===== config.mk =====
export PLATFORM = sky130hd
export DESIGN_NAME = multi_channel_load_cell_adc_poller
export DESIGN_NICKNAME = d
export VERILOG_FILES = /design/src/rtl/mclp_pkg.sv /design/src/rtl/mclp_core.sv /design/src/rtl/mclp_out_buf.sv /design/src/rtl/multi_channel_load_cell_adc_poller.sv
export SDC_FILE = /design/constraint.sdc
export NUM_CORES = 1
export LEC_CHECK = 0
export BUFFER_PORTS_ARGS = -buffer_cell sky130_fd_sc_hd__buf_4
export CAP_MARGIN = 0
export CORE_MARGIN = 5
export CORE_UTILIZATION = 55
export CTS_BUF_LIST = sky130_fd_sc_hd__clkbuf_4
export CTS_CLUSTER_SIZE = 8
export DETAILED_ROUTE_END_ITERATION = 10
export GPL_TIMING_DRIVEN = 0
export PLACE_DENSITY = 0.76
export SLEW_MARGIN = 5
export SYNTH_ARGS = -nofsm -noshare
export SYNTH_HDL_FRONTEND = slang
export SYNTH_HIERARCHICAL = 1
export SYNTH_SLANG_ARGS = --single-unit

===== constraint.sdc =====
create_clock -name clk -period 4.32 [get_ports clk]
set_input_delay 0.432 -clock clk [delete_from_list [all_inputs] [get_ports clk]]
set_output_delay 0.432 -clock clk [all_outputs]
set_load 0.01 [all_outputs]

===== src/rtl/mclp_pkg.sv =====
// Shared types and constants for the multi-channel load cell converter poller.
package mclp_pkg;

  // Fixed widths of the pins and reported readings.
  localparam int LINE_W    = 4;
  localparam int CHAN_W    = 2;
  localparam int READING_W = 24;
  localparam int HALF_W    = 16;

  // Reset value of the half period register.
  localparam logic [HALF_W-1:0] HALF_PERIOD_RESET = 16'd16;

  // Sequencer phase of the serial clock.
  typedef enum logic [1:0] {
    PH_IDLE = 2'd0,
    PH_HIGH = 2'd1,
    PH_LOW  = 2'd2
  } phase_t;

  // One tick of input.
  typedef struct packed {
    logic [LINE_W-1:0] data_lines;
    logic [CHAN_W-1:0] query_channel;
  } item_t;

  // One tick of result.
  typedef struct packed {
    logic [LINE_W-1:0]           clock_lines;
    logic                        sample_done;
    logic [CHAN_W-1:0]           sample_channel;
    logic signed [READING_W-1:0] sample_value;
    logic signed [READING_W-1:0] query_value;
  } result_t;

endpackage


===== src/rtl/mclp_core.sv =====
// Pin sequencer, per-channel reading store and half period register.
module mclp_core #(
  parameter int NUM_CHANNELS = 4,
  parameter int SAMPLE_BITS  = 24
) (
  input  logic                          clk,
  input  logic                          rst,
  input  logic                          accept,
  input  mclp_pkg::item_t               item,
  input  logic                          cfg_write,
  input  logic [mclp_pkg::HALF_W-1:0]   cfg_data,
  output mclp_pkg::result_t             result
);
  import mclp_pkg::*;

  localparam int PW  = (NUM_CHANNELS > 1) ? $clog2(NUM_CHANNELS) : 1;
  localparam int CW  = $clog2(SAMPLE_BITS + 2);
  localparam logic [CW-1:0] LAST_BIT  = CW'(SAMPLE_BITS);
  localparam logic [CW-1:0] LAST_PULSE = CW'(SAMPLE_BITS + 1);
  localparam logic [PW-1:0] LAST_CHAN = PW'(NUM_CHANNELS - 1);

  logic [HALF_W-1:0]           half_period;
  logic [PW-1:0]               channel_pointer, channel_pointer_next;
  phase_t                      phase, phase_next;
  logic [CW-1:0]               pulse_count, pulse_count_next;
  logic [HALF_W-1:0]           phase_timer, phase_timer_next;
  logic [SAMPLE_BITS-1:0]      shift_word, shift_word_next;
  logic [READING_W-1:0]        stored_readings [NUM_CHANNELS];

  logic [HALF_W-1:0]           hp;
  logic                        half_end;
  logic                        has_line;
  logic                        line_level;
  logic [CHAN_W-1:0]           chan_lo;
  logic [PW-1:0]               next_chan;
  logic                        store;
  logic signed [SAMPLE_BITS-1:0] word_signed;
  logic [READING_W-1:0]        reading;
  logic [PW-1:0]               query_idx;

  // Half period register; zero behaves as one.
  always_ff @(posedge clk) begin
    if (rst) begin
      half_period <= HALF_PERIOD_RESET;
    end else if (cfg_write) begin
      half_period <= cfg_data;
    end
  end

  assign hp       = (half_period == '0) ? HALF_W'(1) : half_period;
  assign half_end = ({1'b0, phase_timer} + 17'd1) >= {1'b0, hp};

  // Data line of the active channel; channels without a pin read not ready.
  assign chan_lo    = CHAN_W'(channel_pointer);
  assign has_line   = 32'(channel_pointer) < LINE_W;
  assign line_level = has_line ? item.data_lines[chan_lo] : 1'b1;
  assign next_chan  = (channel_pointer == LAST_CHAN) ? '0 : channel_pointer + PW'(1);

  assign word_signed = shift_word;
  assign reading     = READING_W'(word_signed);

  // Next state of the sequencer.
  always_comb begin
    channel_pointer_next = channel_pointer;
    phase_next           = phase;
    pulse_count_next     = pulse_count;
    phase_timer_next     = phase_timer;
    shift_word_next      = shift_word;
    store                = 1'b0;
    unique case (phase)
      PH_IDLE: begin
        if (!line_level) begin
          phase_next       = PH_HIGH;
          phase_timer_next = '0;
          pulse_count_next = '0;
          shift_word_next  = '0;
        end else begin
          channel_pointer_next = next_chan;
        end
      end
      PH_HIGH: begin
        if (half_end) begin
          if (pulse_count < LAST_BIT) begin
            shift_word_next = {shift_word[SAMPLE_BITS-2:0], line_level};
          end
          phase_next       = PH_LOW;
          phase_timer_next = '0;
        end else begin
          phase_timer_next = phase_timer + HALF_W'(1);
        end
      end
      PH_LOW: begin
        if (half_end) begin
          phase_timer_next = '0;
          if (pulse_count + CW'(1) >= LAST_PULSE) begin
            store                = 1'b1;
            pulse_count_next     = '0;
            shift_word_next      = '0;
            phase_next           = PH_IDLE;
            channel_pointer_next = next_chan;
          end else begin
            pulse_count_next = pulse_count + CW'(1);
            phase_next       = PH_HIGH;
          end
        end else begin
          phase_timer_next = phase_timer + HALF_W'(1);
        end
      end
      default: begin
        phase_next = PH_IDLE;
      end
    endcase
  end

  // Sequencer registers advance once per accepted tick.
  always_ff @(posedge clk) begin
    if (rst) begin
      channel_pointer <= '0;
      phase           <= PH_IDLE;
      pulse_count     <= '0;
      phase_timer     <= '0;
      shift_word      <= '0;
    end else if (accept) begin
      channel_pointer <= channel_pointer_next;
      phase           <= phase_next;
      pulse_count     <= pulse_count_next;
      phase_timer     <= phase_timer_next;
      shift_word      <= shift_word_next;
    end
  end

  // Reading store, one register per channel, cleared at reset.
  always_ff @(posedge clk) begin
    if (rst) begin
      for (int i = 0; i < NUM_CHANNELS; i++) begin
        stored_readings[i] <= '0;
      end
    end else if (accept && store) begin
      stored_readings[channel_pointer] <= reading;
    end
  end

  assign query_idx = PW'(item.query_channel);

  // Result fields, from the state held at the start of the tick.
  always_comb begin
    result.clock_lines = '0;
    if (phase == PH_HIGH && has_line) begin
      result.clock_lines[chan_lo] = 1'b1;
    end
    result.sample_done    = store;
    result.sample_channel = store ? chan_lo : '0;
    result.sample_value   = store ? reading : '0;
    result.query_value    = (32'(item.query_channel) < NUM_CHANNELS) ?
                            stored_readings[query_idx] : '0;
  end

endmodule


===== src/rtl/mclp_out_buf.sv =====
// Two-entry result buffer that parts the item side from the result side.
module mclp_out_buf (
  input  logic               clk,
  input  logic               rst,
  input  logic               push,
  input  mclp_pkg::result_t  push_data,
  output logic               full,
  output logic               result_valid,
  input  logic               result_stall,
  output mclp_pkg::result_t  result
);
  import mclp_pkg::*;

  logic    skid_valid;
  result_t skid;
  logic    pop;

  assign pop  = result_valid && !result_stall;
  assign full = skid_valid;

  // Control: the skid entry fills only when the output entry is held.
  always_ff @(posedge clk) begin
    if (rst) begin
      result_valid <= 1'b0;
      skid_valid   <= 1'b0;
    end else if (skid_valid) begin
      if (pop) begin
        skid_valid <= 1'b0;
      end
    end else if (push) begin
      if (result_valid && !pop) begin
        skid_valid <= 1'b1;
      end else begin
        result_valid <= 1'b1;
      end
    end else if (pop) begin
      result_valid <= 1'b0;
    end
  end

  // Payload of both entries.
  always_ff @(posedge clk) begin
    if (skid_valid) begin
      if (pop) begin
        result <= skid;
      end
    end else if (push) begin
      if (result_valid && !pop) begin
        skid <= push_data;
      end else begin
        result <= push_data;
      end
    end
  end

endmodule


===== src/rtl/multi_channel_load_cell_adc_poller.sv =====
// Top level of the round-robin load cell converter poller.
//
//  channel  direction  handshake                payload
//  item     in         item_valid / item_stall  item_t: data_lines, query_channel
//  result   out        result_valid / result_stall  result_t: pins, reading, query
//  cfg      in         cfg_valid / cfg_ready    cfg_data: half_period_ticks
//
// One tick is taken per clock cycle while item_stall is low; its result is
// registered in the result buffer. The sequencer state and reading store update in
// the cycle of the transfer. A two-entry result buffer keeps items flowing
// while one result is held; item_stall rises only when both entries are full.
// Reset clears the sequencer and stored readings and sets the half period to 16.
module multi_channel_load_cell_adc_poller #(
  parameter int NUM_CHANNELS = 4,
  parameter int SAMPLE_BITS  = 24
) (
  input  logic                        clk,
  input  logic                        rst,
  input  logic                        item_valid,
  output logic                        item_stall,
  input  mclp_pkg::item_t             item,
  output logic                        result_valid,
  input  logic                        result_stall,
  output mclp_pkg::result_t           result,
  input  logic                        cfg_valid,
  output logic                        cfg_ready,
  input  logic [mclp_pkg::HALF_W-1:0] cfg_data
);
  import mclp_pkg::*;

  logic    accept;
  logic    full;
  result_t tick_result;

  assign item_stall = full;
  assign accept     = item_valid && !full;
  assign cfg_ready  = 1'b1;

  // Sequencer and reading store.
  mclp_core #(
    .NUM_CHANNELS(NUM_CHANNELS),
    .SAMPLE_BITS (SAMPLE_BITS)
  ) u_core (
    .clk      (clk),
    .rst      (rst),
    .accept   (accept),
    .item     (item),
    .cfg_write(cfg_valid && cfg_ready),
    .cfg_data (cfg_data),
    .result   (tick_result)
  );

  // Result register with skid entry.
  mclp_out_buf u_out_buf (
    .clk         (clk),
    .rst         (rst),
    .push        (accept),
    .push_data   (tick_result),
    .full        (full),
    .result_valid(result_valid),
    .result_stall(result_stall),
    .result      (result)
  );

endmodule


==> impl_metrics.csv <==
group,metric,value,unit
pwr,sequential_fraction_of_design_power,51.2,%
finish,ratio_of_cells_with_drive_above_1_in_the_final_layout,34.62,%
yosys,postSynth.asyncResetShare,0,%
die,fp-row-count,53,
place,postPlaceCellArea,12850,um2
die,die-width,156.6,um
route,routed-wl-met2,12.23,mm
critical_path,critical_path.max_fanout,7,
yosys,syn-cell-area,11820,um2
timing,final_max_slew_viol_count,0,
yosys,synth_cell_types,59,
global_route,grt_first_pass_wirelength,38.52,mm
route,drc,0,
yosys,avgSynthCellArea,14.26,um2
yosys,ys.warnings.count,6,
critical_path,cp_data_required_time,4640,ps
timing,max_freq,0.2366,GHz
clock_network,worstSkewPairLatency,670,ps
route,vias_per_cell,5.422,
timing,post-route-period-util,97.83,%
timing,relSlewSlack,30.55,%
critical_path,worst_r2r_path_depth,13,
route,m1WireLength,10.63,mm
yosys,yosys.area.top_type,"sky130_fd_sc_hd__edfxtp_1",
route,route.final.wire_length,24.56,mm
critical_path,worst_setup_path_startpoint,"u_core/phase_timer[0]",
timing,timing.final.hold_violations,0,
finish,finish.instance_area,14180,um2
timing,time_the_worst_path_needs_with_i_o_delays_and_setup,4226,ps
pwr,switchingPower,1.349,mW
finish,synthesis_to_finish_area_growth,19.95,%
yosys,cells_taking_the_most_area_after_synthesis,"sky130_fd_sc_hd__edfxtp_1 52%, sky130_fd_sc_hd__dfxtp_1 11%, sky130_fd_sc_hd__and2_1 6.1%",
place,port_buffers,80,
place,final_estimated_routing_congestion_in_global_placement,0.8746,
clock_network,cts_inserted_buffers,71,
critical_path,r2r-end,"u_core/stored_readings[0][9]",
yosys,synth-edff-count,206,
timing,report.final.setup_viol,0,
pwr,internal_power,4.499,mW
clock_network,cts.path.max_buffers,3,
clock_network,tritoncts,"built",
critical_path,kind_of_capture_point_of_the_worst_setup_path,"flop",
timing,tightestPinTransition,1033,ps
pwr,power-per-cell-area,412.4,nW/um2
min_path,hold-path-cell-count,3,
die,die_h,156.6,um
global_route,initial_antenna_violation_count,2,
critical_path,critical_path_class,"reg2reg",
yosys,synth_top_cell_area_share,52.32,%
die,boundaryPins,85,
run_status,run_status,"completed",
yosys,synthTopCellsByCount,"206 x sky130_fd_sc_hd__edfxtp_1, 116 x sky130_fd_sc_hd__and2_1, 67 x sky130_fd_sc_hd__dfxtp_1, 48 x sky130_fd_sc_hd__mux2_2, 43 x sky130_fd_sc_hd__nor2_1",
route,detailroute.wirelength.met3,1.424,mm
flow_run,timing.max_cap.violations,0,
min_path,worst_hold_class,"in2reg",
yosys,synthesis.instances,829,
route,topRoutingLayerUsed,"met4",
die,fp.dieArea,24530,um2
pwr,share_clk_of_total_power,40.1,%
clock_network,clock-root-buffer,"sky130_fd_sc_hd__clkbuf_4",
global_route,grt_usage,20.03,%
pwr,fin_total_pwr,5.848,mW
global_route,vias_in_the_first_global_route,7545,
pwr,worst_ir_drop_vdd,0.0002059,V
yosys,synth-main-ff-cell,"sky130_fd_sc_hd__edfxtp_1",
global_route,pin_count_of_the_biggest_net_entering_global_routing,31,
pwr,combinationalPowerShare,8.7,%
clock_network,clk_pin_slew_worst_paths,60,ps
finish,utilization,67.25,%
route,first_iter_violations,600,
critical_path,critical_path_arrival,4550,ps
yosys,synthMostInstantiatedCell,"sky130_fd_sc_hd__edfxtp_1",
yosys,postSynthRegisterBits,273,
die,starting_density,56.06,%
yosys,sequential_share_of_the_synthesized_area,63.67,%
clock_network,ctsHtreeMaxLevel,3,
clock_network,cts_num_sinks,273,
route,detailedRoute.firstPassIterationCount,5,
die,design.core.area,21090,um2
pwr,power.share.switching,23.07,%
finish,final_nets,1062,
place,dp.final_hpwl,15.42,mm
critical_path,reg2reg_setup_slack,90,ps
yosys,postSynthNetCount,883,
critical_path,endpoint_of_the_most_critical_setup_path,"u_core/stored_readings[0][9]",
route,antenna_left,0,
critical_path,critical_path.reg2reg.startpoint,"u_core/phase_timer[0]",
critical_path,startpoint_types,"flop",
route,detailed_route_wire_length_per_cell,18.27,um
global_route,globalRouteOverflowTotal,0,
pwr,p_leak,5.518,nW
route,detailroute.via_count,7287,
timing,timing.clock.skew,36.18,ps
area by class of cell:
cell class | count | area, um2
diodes | 3 | 7.507
plain buffers | 39 | 234.0
clock buffers | 114 | 855.8
clock inverters | 17 | 123.9
fillers | 1522 | 6907
inverters | 29 | 108.9
multi-input cells | 495 | 4150
flip-flops and latches | 273 | 7528
well taps | 275 | 344.1
repair buffers | 99 | 828.3
critical path, cell delays in order (launching register included):
cell	delay [ps]
sky130_fd_sc_hd__dfxtp_2	370
sky130_fd_sc_hd__ha_1	220
sky130_fd_sc_hd__nand3_1	110
sky130_fd_sc_hd__or3_2	530
sky130_fd_sc_hd__and2_1	190
sky130_fd_sc_hd__or2_2	320
sky130_fd_sc_hd__ha_1	330
sky130_fd_sc_hd__nand4_1	150
sky130_fd_sc_hd__nor4_2	290
sky130_fd_sc_hd__a221oi_2	120
sky130_fd_sc_hd__and3_4	230
sky130_fd_sc_hd__a2111oi_4	470
sky130_fd_sc_hd__and3_4	360
sky130_fd_sc_hd__or2_4	230
metal layers:
layer | GRT usage (%) | vias up
li1 | - | 3485
met1 | 25.75 | 3565
met2 | 34.06 | 207
met3 | 4.784 | 30
met4 | 5.909 | 0
met5 | 0 | -
how the worst min path moves through the flow:
| stage | from | endpoint |
|---|---|---|
| after CTS | cfg_data[1] | u_core/half_period[1] |
| final | cfg_data[15] | u_core/half_period[15] |
| after global routing | cfg_data[15] | u_core/half_period[15] |
| after global placement | u_core/phase_timer[15] | u_core/phase_timer[15] |
| after floorplan | u_core/phase_timer[15] | u_core/phase_timer[15] |
| after detailed placement | u_core/phase_timer[15] | u_core/phase_timer[15] |
flip-flops by register name (all words and copies together) (netlist names):
signal                  count
u_core/stored_readings     96
u_out_buf/result           55
u_out_buf/skid             55
u_core/reading             24
u_core/half_period         16
u_core/phase_timer         16
u_core/pulse_count          5
u_core/chan_lo              2
u_core/phase                2
u_out_buf/full              1
u_out_buf/result_valid      1
cells in the final DEF, fill, tap and decap left out, types with 13 or more instances in the layout:
cell / synthesis / final
sky130_fd_sc_hd__ha_1: 27 / 27
sky130_fd_sc_hd__inv_1: 29 / 29
sky130_fd_sc_hd__and2_2: 14 / 14
sky130_fd_sc_hd__o21ai_0: 14 / 14
sky130_fd_sc_hd__clkbuf_1: 23 / 13
sky130_fd_sc_hd__a21oi_1: 22 / 22
sky130_fd_sc_hd__dfxtp_1: 67 / 66
sky130_fd_sc_hd__a22o_1: 24 / 24
sky130_fd_sc_hd__mux4_2: 25 / 25
sky130_fd_sc_hd__nand2_1: 25 / 25
sky130_fd_sc_hd__edfxtp_1: 206 / 206
sky130_fd_sc_hd__and2_1: 116 / 115
sky130_fd_sc_hd__nand3_1: 14 / 14
sky130_fd_sc_hd__mux2i_1: 18 / 18
sky130_fd_sc_hd__clkbuf_4: 0 / 115
sky130_fd_sc_hd__nor2_1: 43 / 41
sky130_fd_sc_hd__buf_4: 2 / 86
sky130_fd_sc_hd__mux2_2: 48 / 48
stage by stage:
stage / hold WS (ps) / cells / setup TNS, ps / setup slack (ps)
floorplan: 449.7 / 829 / 0 / 243.4
global placement: 457.9 / 1184 / -142870 / -1118
detailed placement: 467.6 / 1187 / -53530 / -544.1
CTS: 3.678 / 1337 / 0 / 7.931
global route: 6.956 / 1344 / -1104 / -50.27
finish: 40.47 / 1344 / 0 / 93.84
timing repair:
item,4_1_cts,5_1_grt
setup buffers,2,3
cloned,7,2
hold endpoints to repair,12,0
endpoints found under the setup margin,179,180
pin swaps,1,3
resized for setup,20,16
hold buffers,11,0
kinds of logic (layout without fill, tap and decap cells):
| kind of cell | after synthesis | after routing | share of synthesized area, % |
|---|---|---|---|
| AOI/OAI and AO/OA | 89 | 92 | 5.387 |
| other | 1 | 4 | 0.03172 |
| muxes | 98 | 98 | 11.75 |
| buffers and inverters | 70 | 298 | 2.857 |
| xor gates and xnor gates | 10 | 10 | 0.7408 |
| and+or+nand+nor | 261 | 267 | 12.71 |
| adders and majority gates | 27 | 27 | 2.857 |
| DFF | 273 | 273 | 63.67 |
power groups by stage:
stage / sequential (mW) / clock (mW) / combinational [mW]
after floorplan: 3.07 / 0 / 0.256
after detailed placement: 3.05 / 0 / 0.480
after global placement: 3.06 / 0 / 0.455
final: 2.99 / 2.34 / 0.509
after global routing: 3.00 / 2.55 / 0.552
after CTS: 3.00 / 2.41 / 0.506
Power figures use the tool's default switching activity.
